**src/hw/rtl/kwl_pkg.sv**
```systemverilog
package kwl_pkg;

  // Request kinds carried on the input tuser.
  typedef enum logic [1:0] {
    REQ_TEXT = 2'd0,
    REQ_LOAD = 2'd1,
    REQ_END  = 2'd2
  } req_t;

  // Token kinds carried on the output tuser.
  typedef enum logic [2:0] {
    TK_NULL    = 3'd0,
    TK_KEYWORD = 3'd1,
    TK_IDENT   = 3'd2,
    TK_INT     = 3'd3,
    TK_SEP     = 3'd4,
    TK_OPER    = 3'd5
  } tok_kind_t;

  // Byte classes worked out by the front end.
  typedef enum logic [2:0] {
    CL_OTHER = 3'd0,
    CL_WORD  = 3'd1,
    CL_SEP   = 3'd2,
    CL_OPER  = 3'd3,
    CL_HOLD  = 3'd4
  } char_class_t;

  // Operator held back for one byte to see whether '=' follows.
  typedef enum logic [2:0] {
    HOLD_NONE = 3'd0,
    HOLD_BANG = 3'd1,
    HOLD_EQ   = 3'd2,
    HOLD_LT   = 3'd3,
    HOLD_GT   = 3'd4
  } hold_t;

  localparam logic [7:0] CH_COMMA  = 8'h2C;
  localparam logic [7:0] CH_SEMI   = 8'h3B;
  localparam logic [7:0] CH_LPAREN = 8'h28;
  localparam logic [7:0] CH_RPAREN = 8'h29;
  localparam logic [7:0] CH_LBRACE = 8'h7B;
  localparam logic [7:0] CH_RBRACE = 8'h7D;
  localparam logic [7:0] CH_PLUS   = 8'h2B;
  localparam logic [7:0] CH_STAR   = 8'h2A;
  localparam logic [7:0] CH_SLASH  = 8'h2F;
  localparam logic [7:0] CH_MINUS  = 8'h2D;
  localparam logic [7:0] CH_BANG   = 8'h21;
  localparam logic [7:0] CH_EQ     = 8'h3D;
  localparam logic [7:0] CH_LT     = 8'h3C;
  localparam logic [7:0] CH_GT     = 8'h3E;
  localparam logic [7:0] CH_USCORE = 8'h5F;
  localparam logic [7:0] CH_LC_A   = 8'h61;
  localparam logic [7:0] CH_LC_Z   = 8'h7A;
  localparam logic [7:0] CH_DIG_0  = 8'h30;
  localparam logic [7:0] CH_DIG_9  = 8'h39;

  localparam int QUEUE_DEPTH = 4;
  localparam int QPTR_W      = 2;
  localparam int QCNT_W      = 3;

  localparam logic [15:0] LEN_MAX = 16'hFFFF;

  // One classified input item as it waits in the queue.
  typedef struct packed {
    req_t        req;
    logic [7:0]  ch;
    logic [3:0]  slot;
    logic [2:0]  pos;
    char_class_t cls;
    hold_t       hold;
    tok_kind_t   wkind;
  } item_t;

  // One result token.
  typedef struct packed {
    tok_kind_t   kind;
    logic [31:0] offset;
    logic [15:0] length;
    logic        last;
  } tok_t;

endpackage

```
**src/hw/rtl/kwl_front.sv**
```systemverilog
module kwl_front (
  input  logic               in_tvalid,
  output logic               in_tready,
  input  logic [15:0]        in_tdata,
  input  logic [1:0]         in_tuser,
  input  logic               q_full,
  output logic               q_push,
  output kwl_pkg::item_t     q_item
);
  import kwl_pkg::*;

  logic [7:0] ch;
  logic       is_lower;
  logic       is_digit;

  assign ch       = in_tdata[7:0];
  assign is_lower = (ch >= CH_LC_A) && (ch <= CH_LC_Z);
  assign is_digit = (ch >= CH_DIG_0) && (ch <= CH_DIG_9);

  assign in_tready = !q_full;
  assign q_push    = in_tvalid && !q_full;

  always_comb begin
    q_item       = '0;
    q_item.req   = req_t'(in_tuser);
    q_item.ch    = ch;
    q_item.slot  = in_tdata[11:8];
    q_item.pos   = in_tdata[14:12];
    q_item.hold  = HOLD_NONE;
    q_item.wkind = is_digit ? TK_INT : (is_lower ? TK_IDENT : TK_NULL);
    if (is_lower || is_digit || ch == CH_USCORE) begin
      q_item.cls = CL_WORD;
    end else if (ch == CH_COMMA || ch == CH_SEMI || ch == CH_LPAREN ||
                 ch == CH_RPAREN || ch == CH_LBRACE || ch == CH_RBRACE) begin
      q_item.cls = CL_SEP;
    end else if (ch == CH_PLUS || ch == CH_STAR || ch == CH_SLASH || ch == CH_MINUS) begin
      q_item.cls = CL_OPER;
    end else if (ch == CH_BANG) begin
      q_item.cls  = CL_HOLD;
      q_item.hold = HOLD_BANG;
    end else if (ch == CH_EQ) begin
      q_item.cls  = CL_HOLD;
      q_item.hold = HOLD_EQ;
    end else if (ch == CH_LT) begin
      q_item.cls  = CL_HOLD;
      q_item.hold = HOLD_LT;
    end else if (ch == CH_GT) begin
      q_item.cls  = CL_HOLD;
      q_item.hold = HOLD_GT;
    end else begin
      q_item.cls = CL_OTHER;
    end
  end

endmodule

```
**src/hw/rtl/kwl_queue.sv**
```systemverilog
module kwl_queue (
  input  logic               clk,
  input  logic               rst_n,
  input  logic               push,
  input  kwl_pkg::item_t     push_item,
  output logic               full,
  input  logic               pop,
  output logic               head_valid,
  output kwl_pkg::item_t     head_item
);
  import kwl_pkg::*;

  item_t               mem_r [QUEUE_DEPTH];
  logic [QPTR_W-1:0]   wr_ptr_r, wr_ptr_nxt;
  logic [QPTR_W-1:0]   rd_ptr_r, rd_ptr_nxt;
  logic [QCNT_W-1:0]   cnt_r, cnt_nxt;
  logic                do_pop;

  assign full       = (cnt_r == QCNT_W'(QUEUE_DEPTH));
  assign head_valid = (cnt_r != '0);
  assign head_item  = mem_r[rd_ptr_r];
  assign do_pop     = pop && head_valid;

  always_comb begin
    wr_ptr_nxt = push ? QPTR_W'(wr_ptr_r + 1'b1) : wr_ptr_r;
    rd_ptr_nxt = do_pop ? QPTR_W'(rd_ptr_r + 1'b1) : rd_ptr_r;
    cnt_nxt    = cnt_r;
    if (push && !do_pop) begin
      cnt_nxt = QCNT_W'(cnt_r + 1'b1);
    end else if (!push && do_pop) begin
      cnt_nxt = QCNT_W'(cnt_r - 1'b1);
    end
  end

  always_ff @(posedge clk) begin
    if (!rst_n) begin
      wr_ptr_r <= '0;
      rd_ptr_r <= '0;
      cnt_r    <= '0;
    end else begin
      wr_ptr_r <= wr_ptr_nxt;
      rd_ptr_r <= rd_ptr_nxt;
      cnt_r    <= cnt_nxt;
    end
  end

  always_ff @(posedge clk) begin
    if (push) begin
      mem_r[wr_ptr_r] <= push_item;
    end
  end

endmodule

```
**src/hw/rtl/kwl_back.sv**
```systemverilog
module kwl_back #(
  parameter int KEYWORD_SLOTS     = 16,
  parameter int KEYWORD_MAX_CHARS = 8
) (
  input  logic               clk,
  input  logic               rst_n,
  input  logic               q_valid,
  input  kwl_pkg::item_t     q_item,
  output logic               q_pop,
  output logic               out_valid,
  input  logic               out_ready,
  output kwl_pkg::tok_t      out_tok
);
  import kwl_pkg::*;

  localparam logic [15:0] MAX16 = 16'(KEYWORD_MAX_CHARS);

  logic [7:0]  kw_r  [KEYWORD_SLOTS][KEYWORD_MAX_CHARS];
  logic        kwv_r [KEYWORD_SLOTS];
  logic [7:0]  buf_r [KEYWORD_MAX_CHARS];

  logic [31:0] pos_r, pos_nxt;
  logic [31:0] begin_r, begin_nxt;
  logic [15:0] count_r, count_nxt;
  logic        overlong_r, overlong_nxt;
  logic        inword_r, inword_nxt;
  tok_kind_t   wkind_r, wkind_nxt;
  hold_t       held_r, held_nxt;

  tok_t        tok0_r, tok1_r;
  logic [1:0]  tcnt_r;

  logic        go;
  logic        match_any;
  logic        held_emit;
  tok_t        word_tok, held_tok, lead_tok, own_tok, t0, t1;
  logic        lead_v, own_v;
  logic [1:0]  n_tok;
  logic        buf_we;
  logic [15:0] c_eff;
  logic        kw_we;

  assign out_valid = (tcnt_r != 2'd0);
  assign out_tok   = tok0_r;
  // Take an item only when both token slots will be free after this cycle.
  assign q_pop     = (tcnt_r == 2'd0) || (tcnt_r == 2'd1 && out_ready);
  assign go        = q_valid && q_pop;

  // Whole-word compare against every valid keyword slot.
  always_comb begin
    logic eq_all;
    logic term;
    match_any = 1'b0;
    for (int s = 0; s < KEYWORD_SLOTS; s++) begin
      eq_all = 1'b1;
      term   = (count_r == MAX16);
      for (int p = 0; p < KEYWORD_MAX_CHARS; p++) begin
        if (count_r > 16'(p) && kw_r[s][p] != buf_r[p]) begin
          eq_all = 1'b0;
        end
        if (count_r == 16'(p) && kw_r[s][p] == 8'd0) begin
          term = 1'b1;
        end
      end
      match_any = match_any | (kwv_r[s] & eq_all & term);
    end
  end

  assign held_emit = (held_r != HOLD_NONE) && (held_r != HOLD_BANG);

  always_comb begin
    word_tok        = '0;
    word_tok.kind   = (!overlong_r && count_r != 16'd0 && count_r <= MAX16 && match_any)
                      ? TK_KEYWORD : wkind_r;
    word_tok.offset = begin_r;
    word_tok.length = count_r;
    held_tok        = '0;
    held_tok.kind   = TK_OPER;
    held_tok.offset = 32'(pos_r - 32'd1);
    held_tok.length = 16'd1;
  end

  always_comb begin
    pos_nxt      = pos_r;
    begin_nxt    = begin_r;
    count_nxt    = count_r;
    overlong_nxt = overlong_r;
    inword_nxt   = inword_r;
    wkind_nxt    = wkind_r;
    held_nxt     = held_r;
    lead_v       = 1'b0;
    lead_tok     = held_emit ? held_tok : word_tok;
    own_v        = 1'b0;
    own_tok      = '0;
    buf_we       = 1'b0;
    c_eff        = inword_r ? count_r : 16'd0;
    kw_we        = 1'b0;
    case (q_item.req)
      REQ_TEXT: begin
        pos_nxt = 32'(pos_r + 32'd1);
        if (held_r != HOLD_NONE && q_item.ch == CH_EQ) begin
          // Held operator and '=' form a two-byte operator.
          own_v          = 1'b1;
          own_tok.kind   = TK_OPER;
          own_tok.offset = 32'(pos_r - 32'd1);
          own_tok.length = 16'd2;
          held_nxt       = HOLD_NONE;
        end else begin
          held_nxt = HOLD_NONE;
          lead_v   = held_emit || (inword_r && q_item.cls != CL_WORD);
          if (q_item.cls == CL_WORD) begin
            if (!inword_r) begin
              inword_nxt   = 1'b1;
              begin_nxt    = pos_r;
              overlong_nxt = 1'b0;
              wkind_nxt    = q_item.wkind;
            end
            if (c_eff < MAX16) begin
              buf_we = 1'b1;
            end else begin
              overlong_nxt = 1'b1;
            end
            count_nxt = (c_eff == LEN_MAX) ? c_eff : 16'(c_eff + 16'd1);
          end else begin
            inword_nxt   = 1'b0;
            count_nxt    = 16'd0;
            overlong_nxt = 1'b0;
            case (q_item.cls)
              CL_SEP: begin
                own_v          = 1'b1;
                own_tok.kind   = TK_SEP;
                own_tok.offset = pos_r;
                own_tok.length = 16'd1;
              end
              CL_OPER: begin
                own_v          = 1'b1;
                own_tok.kind   = TK_OPER;
                own_tok.offset = pos_r;
                own_tok.length = 16'd1;
              end
              CL_HOLD: begin
                held_nxt = q_item.hold;
              end
              default: begin
              end
            endcase
          end
        end
      end
      REQ_LOAD: begin
        kw_we = 1'b1;
      end
      REQ_END: begin
        lead_v         = held_emit || inword_r;
        own_v          = 1'b1;
        own_tok.kind   = TK_NULL;
        own_tok.offset = pos_r;
        own_tok.length = 16'd0;
        own_tok.last   = 1'b1;
        pos_nxt        = 32'd0;
        begin_nxt      = 32'd0;
        held_nxt       = HOLD_NONE;
        inword_nxt     = 1'b0;
        count_nxt      = 16'd0;
        overlong_nxt   = 1'b0;
      end
      default: begin
      end
    endcase
    t0    = lead_v ? lead_tok : own_tok;
    t1    = own_tok;
    n_tok = 2'({1'b0, lead_v} + {1'b0, own_v});
  end

  always_ff @(posedge clk) begin
    if (!rst_n) begin
      pos_r      <= '0;
      begin_r    <= '0;
      count_r    <= '0;
      overlong_r <= 1'b0;
      inword_r   <= 1'b0;
      wkind_r    <= TK_NULL;
      held_r     <= HOLD_NONE;
      tcnt_r     <= 2'd0;
    end else begin
      if (go) begin
        pos_r      <= pos_nxt;
        begin_r    <= begin_nxt;
        count_r    <= count_nxt;
        overlong_r <= overlong_nxt;
        inword_r   <= inword_nxt;
        wkind_r    <= wkind_nxt;
        held_r     <= held_nxt;
        tcnt_r     <= n_tok;
      end else if (out_valid && out_ready) begin
        tcnt_r <= 2'(tcnt_r - 2'd1);
      end
    end
  end

  always_ff @(posedge clk) begin
    if (go) begin
      tok0_r <= t0;
      tok1_r <= t1;
    end else if (out_valid && out_ready) begin
      tok0_r <= tok1_r;
    end
  end

  always_ff @(posedge clk) begin
    for (int p = 0; p < KEYWORD_MAX_CHARS; p++) begin
      if (go && buf_we && c_eff == 16'(p)) begin
        buf_r[p] <= q_item.ch;
      end
    end
  end

  // Keyword table; loads outside the table are dropped by the index match.
  always_ff @(posedge clk) begin
    if (!rst_n) begin
      for (int s = 0; s < KEYWORD_SLOTS; s++) begin
        kwv_r[s] <= 1'b0;
        for (int p = 0; p < KEYWORD_MAX_CHARS; p++) begin
          kw_r[s][p] <= 8'd0;
        end
      end
    end else begin
      for (int s = 0; s < KEYWORD_SLOTS; s++) begin
        for (int p = 0; p < KEYWORD_MAX_CHARS; p++) begin
          if (go && kw_we && int'(q_item.slot) == s && int'(q_item.pos) == p) begin
            kw_r[s][p] <= q_item.ch;
            kwv_r[s]   <= 1'b1;
          end
        end
      end
    end
  end

endmodule

```
**src/hw/rtl/keyword_token_lexer.sv**
```systemverilog
// Streaming keyword lexer. Text arrives one byte per item on the in_ channel;
// in_tuser says whether the item is a text byte, a keyword table character
// load or the end of a text. Tokens leave on the out_ channel as kind (tuser),
// offset and length (tdata), with tlast marking the closing zero-length null
// token of each text. One item can give at most two tokens.
// A front stage classifies each byte and writes it into a four-item queue;
// the back stage runs the word and operator state, compares a finished word
// with every keyword slot at once and loads a two-token output buffer.
// An accepted item is registered in the queue and then in the output buffer
// before it gives its first token. The back stage takes one item per cycle
// while the receiver keeps up; an item that gives two tokens holds it until
// its first token has left. Reset clears the keyword table, the word state and
// the byte position; the table survives an end of text. When the receiver stalls,
// tokens stay in the output buffer, the back stage stops taking items and the queue
// absorbs up to four more items before in_tready falls.
module keyword_token_lexer #(
  parameter int KEYWORD_SLOTS     = 16,
  parameter int KEYWORD_MAX_CHARS = 8
) (
  input  logic        clk,
  input  logic        rst_n,
  input  logic        in_tvalid,
  output logic        in_tready,
  input  logic [15:0] in_tdata,   // char_code[7:0], kw_slot[11:8], kw_pos[14:12], zero[15]
  input  logic [1:0]  in_tuser,   // req_type[1:0]
  output logic        out_tvalid,
  input  logic        out_tready,
  output logic [47:0] out_tdata,  // token_offset[31:0], token_length[47:32]
  output logic [2:0]  out_tuser,  // token_kind[2:0]
  output logic        out_tlast   // last_token
);
  import kwl_pkg::*;

  logic  q_full;
  logic  q_push;
  item_t q_in_item;
  logic  q_pop;
  logic  q_valid;
  item_t q_head;
  tok_t  tok;

  // Byte classification in front of the queue.
  kwl_front u_front (
    .in_tvalid (in_tvalid),
    .in_tready (in_tready),
    .in_tdata  (in_tdata),
    .in_tuser  (in_tuser),
    .q_full    (q_full),
    .q_push    (q_push),
    .q_item    (q_in_item)
  );

  // Short queue that lets the front accept while the back is held up.
  kwl_queue u_queue (
    .clk        (clk),
    .rst_n      (rst_n),
    .push       (q_push),
    .push_item  (q_in_item),
    .full       (q_full),
    .pop        (q_pop),
    .head_valid (q_valid),
    .head_item  (q_head)
  );

  // Lexer state, keyword table and output buffer.
  kwl_back #(
    .KEYWORD_SLOTS     (KEYWORD_SLOTS),
    .KEYWORD_MAX_CHARS (KEYWORD_MAX_CHARS)
  ) u_back (
    .clk       (clk),
    .rst_n     (rst_n),
    .q_valid   (q_valid),
    .q_item    (q_head),
    .q_pop     (q_pop),
    .out_valid (out_tvalid),
    .out_ready (out_tready),
    .out_tok   (tok)
  );

  // Token fields onto the bus, offset in the low bits.
  assign out_tdata = {tok.length, tok.offset};
  assign out_tuser = tok.kind;
  assign out_tlast = tok.last;

endmodule

```
**config.mk**
```make
export PLATFORM = sky130hd
export DESIGN_NAME = keyword_token_lexer
export DESIGN_NICKNAME = d
export VERILOG_FILES = /design/src/hw/rtl/kwl_pkg.sv /design/src/hw/rtl/kwl_front.sv /design/src/hw/rtl/kwl_queue.sv /design/src/hw/rtl/kwl_back.sv /design/src/hw/rtl/keyword_token_lexer.sv
export SDC_FILE = /design/constraint.sdc
export NUM_CORES = 2
export LEC_CHECK = 0
export BUFFER_PORTS_ARGS = -buffer_cell sky130_fd_sc_hd__buf_2
export CORE_ASPECT_RATIO = 1.5
export CORE_UTILIZATION = 30
export CTS_CLUSTER_SIZE = 24
export DETAILED_ROUTE_END_ITERATION = 8
export SKIP_LAST_GASP = 1
export SLEW_MARGIN = 20
export SYNTH_ARGS = -nofsm -noshare
export SYNTH_HDL_FRONTEND = slang
export SYNTH_HIERARCHICAL = 1
export SYNTH_SLANG_ARGS = --single-unit
export TNS_END_PERCENT = 10
```
**constraint.sdc**
```tcl
create_clock -name clk -period 8.94 [get_ports clk]
set_input_delay 0.447 -clock clk [delete_from_list [all_inputs] [get_ports clk]]
set_output_delay 0.447 -clock clk [all_outputs]
set_load 0.01 [all_outputs]
```
==> key figures <==
Run status
  • Outcome: completed

Global route
  • Largest net degree at the start of global routing: between 100 and 150
  • Initial antenna violation count: 6
  • Vias in the first global route: ~45000
  • Total global-route track usage: roughly a fifth
  • Total grt overflow: 0
  • Global-route wire length before repair: 313000 µm

Logic synthesis
  • Synth area leaders: edfxtp_1, xnor2_1, xor2_1
  • Syn Nets: 5513
  • Post-synthesis sequential area ratio: 60.5%
  • Yosys reg bits: between 1000 and 1500
  • Mapped Cells: 5476
  • Post-Syn Area: 67500 µm²
  • EDFF count, synth: 1288
  • Synth top area share: 57.3%
  • Fraction of registers with async set/reset: 0%
  • Yosys top cell by area: edfxtp_1
  • Synth Flop Type: edfxtp_1
  • YS warnings: 6
  • Netlist cell types: 83
  • Mean Syn Cell Area: about 12 µm²

Finish
  • Post-Layout Cell Count: 8381
  • Commonest non-fill, non-tap cell in the layout: edfxtp_1
  • Share of layout cells above drive strength 1: 9.22%
  • Area Overhead vs Synth: 11.4%
  • Most frequent cells in the layout: edfxtp_1, xnor2_1, and3_1, xor2_1, nor4_1
  • Footprint of the multi-input gates: 24600 µm²
  • Final net count: roughly 5400
  • Fillers: 21800
  • Final Core Density: 33.7%
  • Register Area: between 40000 and 50000 µm²

Timing
  • Achievable frequency: 182 MHz
  • RSZ-0062 raised after global routing: no
  • Final worst slack: 3.45 ns
  • Least-Margin Pin Slew: 1.26 ns
  • Max-slew headroom: 15.5%
  • Min Tclk post-route: 5.49 ns
  • Clock skew: 0.0322 ns
  • Setup-failing EPs final: 0
  • Final Hold Vio Count: 0
  • Setup TNS: 0 ns
  • Period utilization: 61.5%
  • Slew Viols, Final: 0

Critical path
  • Critical path capture point type: register
  • Critical path peak fanout: 38
  • Worst setup SP type: register
  • WP data arrival: 6.17 ns
  • Required @ worst endpoint: about 9.6 ns
  • WS Path Type: reg -> reg

Floorplan
  • # rows: around 210
  • Initial Util: 30.3%
  • Core ar.: 223000 µm²
  • Ports: 76
  • Die Span Y: between 500 and 600 µm
  • Die width: 389 µm
  • Die ar.: between 200000 and 250000 µm²

Pwr
  • Clk pwr share: 34.6%
  • Switching power: 4.86 mW
  • Switching Fraction: ~29%
  • Maximum vdd drop: between 0.2 and 0.3 mV
  • Leakage: 26.5 nW
  • Logic gate share of total power: 16.4%
  • Tot Pwr: roughly 17 mW
  • Internal Pwr Total: 11.7 mW
  • Pwr/cell area: 221 nW/µm²
  • Flop pwr share: 48.9%

Route
  • Remaining DRCs: 0
  • Via count: about 46000
  • Drt first pass iters: 7
  • 1st-iter DRT viols: 4460
  • Post-route ant nets: 0
  • Via-to-Cell Ratio: 5.51
  • Total Routed Length: between 200000 and 250000 µm
  • Routed WL per cell: approximately 26 µm

CTS
  • CTS tree: done
  • Worst-path clk slew: ~0.070 ns
  • Max Root-Sink Buffers: 3
  • Clock buffer count from CTS: 134
  • Clock sink total: 1396
  • Clock Tree Root: clkbuf_16
  • H-tree depth: 4
  • Clock latency on the worst-skew pair: 0.78 ns
  • Post-CTS sizing: 0

Placed design
  • # port buffers: 74
  • Dpl cells: 8120
  • Setup Slack @ Placement: ~3.4 ns
  • GPL Wtd Cong: 0.919
  • Dpl hpwl: 141000 µm

Hold path
  • Worst Hold Class: in -> reg
  • Hold Startpoint: rst_n

Job
  • Maxcap violations: 0
==> kinds of logic after synthesis <==
kind of cell,after synthesis,share of synthesized area (%)
simple gates,1852,15.5
compound gates,596,5.28
flops,1396,60.5
other cells,1,0.00556
buf+inv,498,3.26
xor+xnor,1087,14.1
fa+ha+maj,15,0.289
mux,31,0.979
==> cell type report <==
class	count	share of cell area [%]
clock buffers	174	4.88
multi-input cells	3582	32.7
well taps	2889	4.81
repair buffers	232	2.14
flip-flops and latches	1396	54.3
clock inverters	70	0.972
inverters	35	0.176
diodes	3	0.00999
==> per-stage QoR <==
step / hold WS (ns) / instance area, µm²
global placement: 0.431 / 70600
detailed placement: 0.433 / 70600
finish: 0.0572 / 75200
floorplan: 0.422 / 67500
CTS: 0.00466 / 75200
global route: 0.0264 / 75200
==> cell usage after synthesis, drive strengths merged, types with 108 or more instances <==
master and instances:
dfxtp 108, a21oi 122, nor4 387, nand4 201, xnor2 610, clkbuf 294
nor2 185, nand2 254, and3 532, o21ai 268, edfxtp 1288, xor2 477
buf 169
==> path summary, 6_finish.rpt <==
path	to	slack, ns	depth (start not counted)
worst max-delay path	u_back/count_r[4]$_SDFFE_PN0P_	3.45	11
worst min-delay path	u_back/count_r[5]$_SDFFE_PN0P_	0.06	2
worst max register to register	u_back/count_r[4]$_SDFFE_PN0P_	3.45	11
worst min register to register	u_back/kwv_r[0][1]$_DFF_P_	0.45	2
==> layer usage <==
metal	share of wire (%)	global-route usage (%)	vias up
met1	36	21.1	23200
li1	-	-	20200
met3	7.2	2.99	613
met5	0	0	-
met2	49	33.0	2168
met4	7.8	13.2	0
==> worst max-delay path, cell delays in order, from the launching register on <==
cell      delay (ns)
dfxtp_2         0.96
mux4_4          1.09
nor4b_1         0.31
buf_4           0.18
o211a_1         0.10
buf_4           0.19
nand2b_1        0.33
nand2_1         0.35
nor2_1          0.87
and2_1          0.50
a41oi_1         0.18
a311oi_1        0.30
==> timing repair <==
item                      4_1_cts  5_1_grt
setup buffers                   0        0
hold endpoints to repair       56        0
hold buffers                   14        0
==> power by group through the flow <==
stage	Combinational, mW	Clock (mW)	Sequential, mW
floorplan	1.48	0	8.22
global placement	2.65	0	8.24
global route	2.87	6.06	8.18
detailed placement	2.69	0	8.26
finish	2.73	5.75	8.12
CTS	2.70	5.82	8.13
==> flip-flops by register name, indices dropped and copies added (netlist names), named ones only <==
name and cells:
u_back/inword_r 1, u_back/buf_r 64, u_queue/wr_ptr_r 2, u_queue/mem_r 104
u_queue/cnt_r 3, u_queue/rd_ptr_r 2, u_back/kw_r 1024, u_back/kwv_r 16
u_back/pos_r 32, u_back/begin_r 32, u_back/held_r 3, u_back/tok1_r 37
u_back/overlong_r 1, u_back/tcnt_r 2, u_back/out_tok 52, u_back/wkind_r 3
u_back/count_r 16
Power figures use the tool's default switching activity.
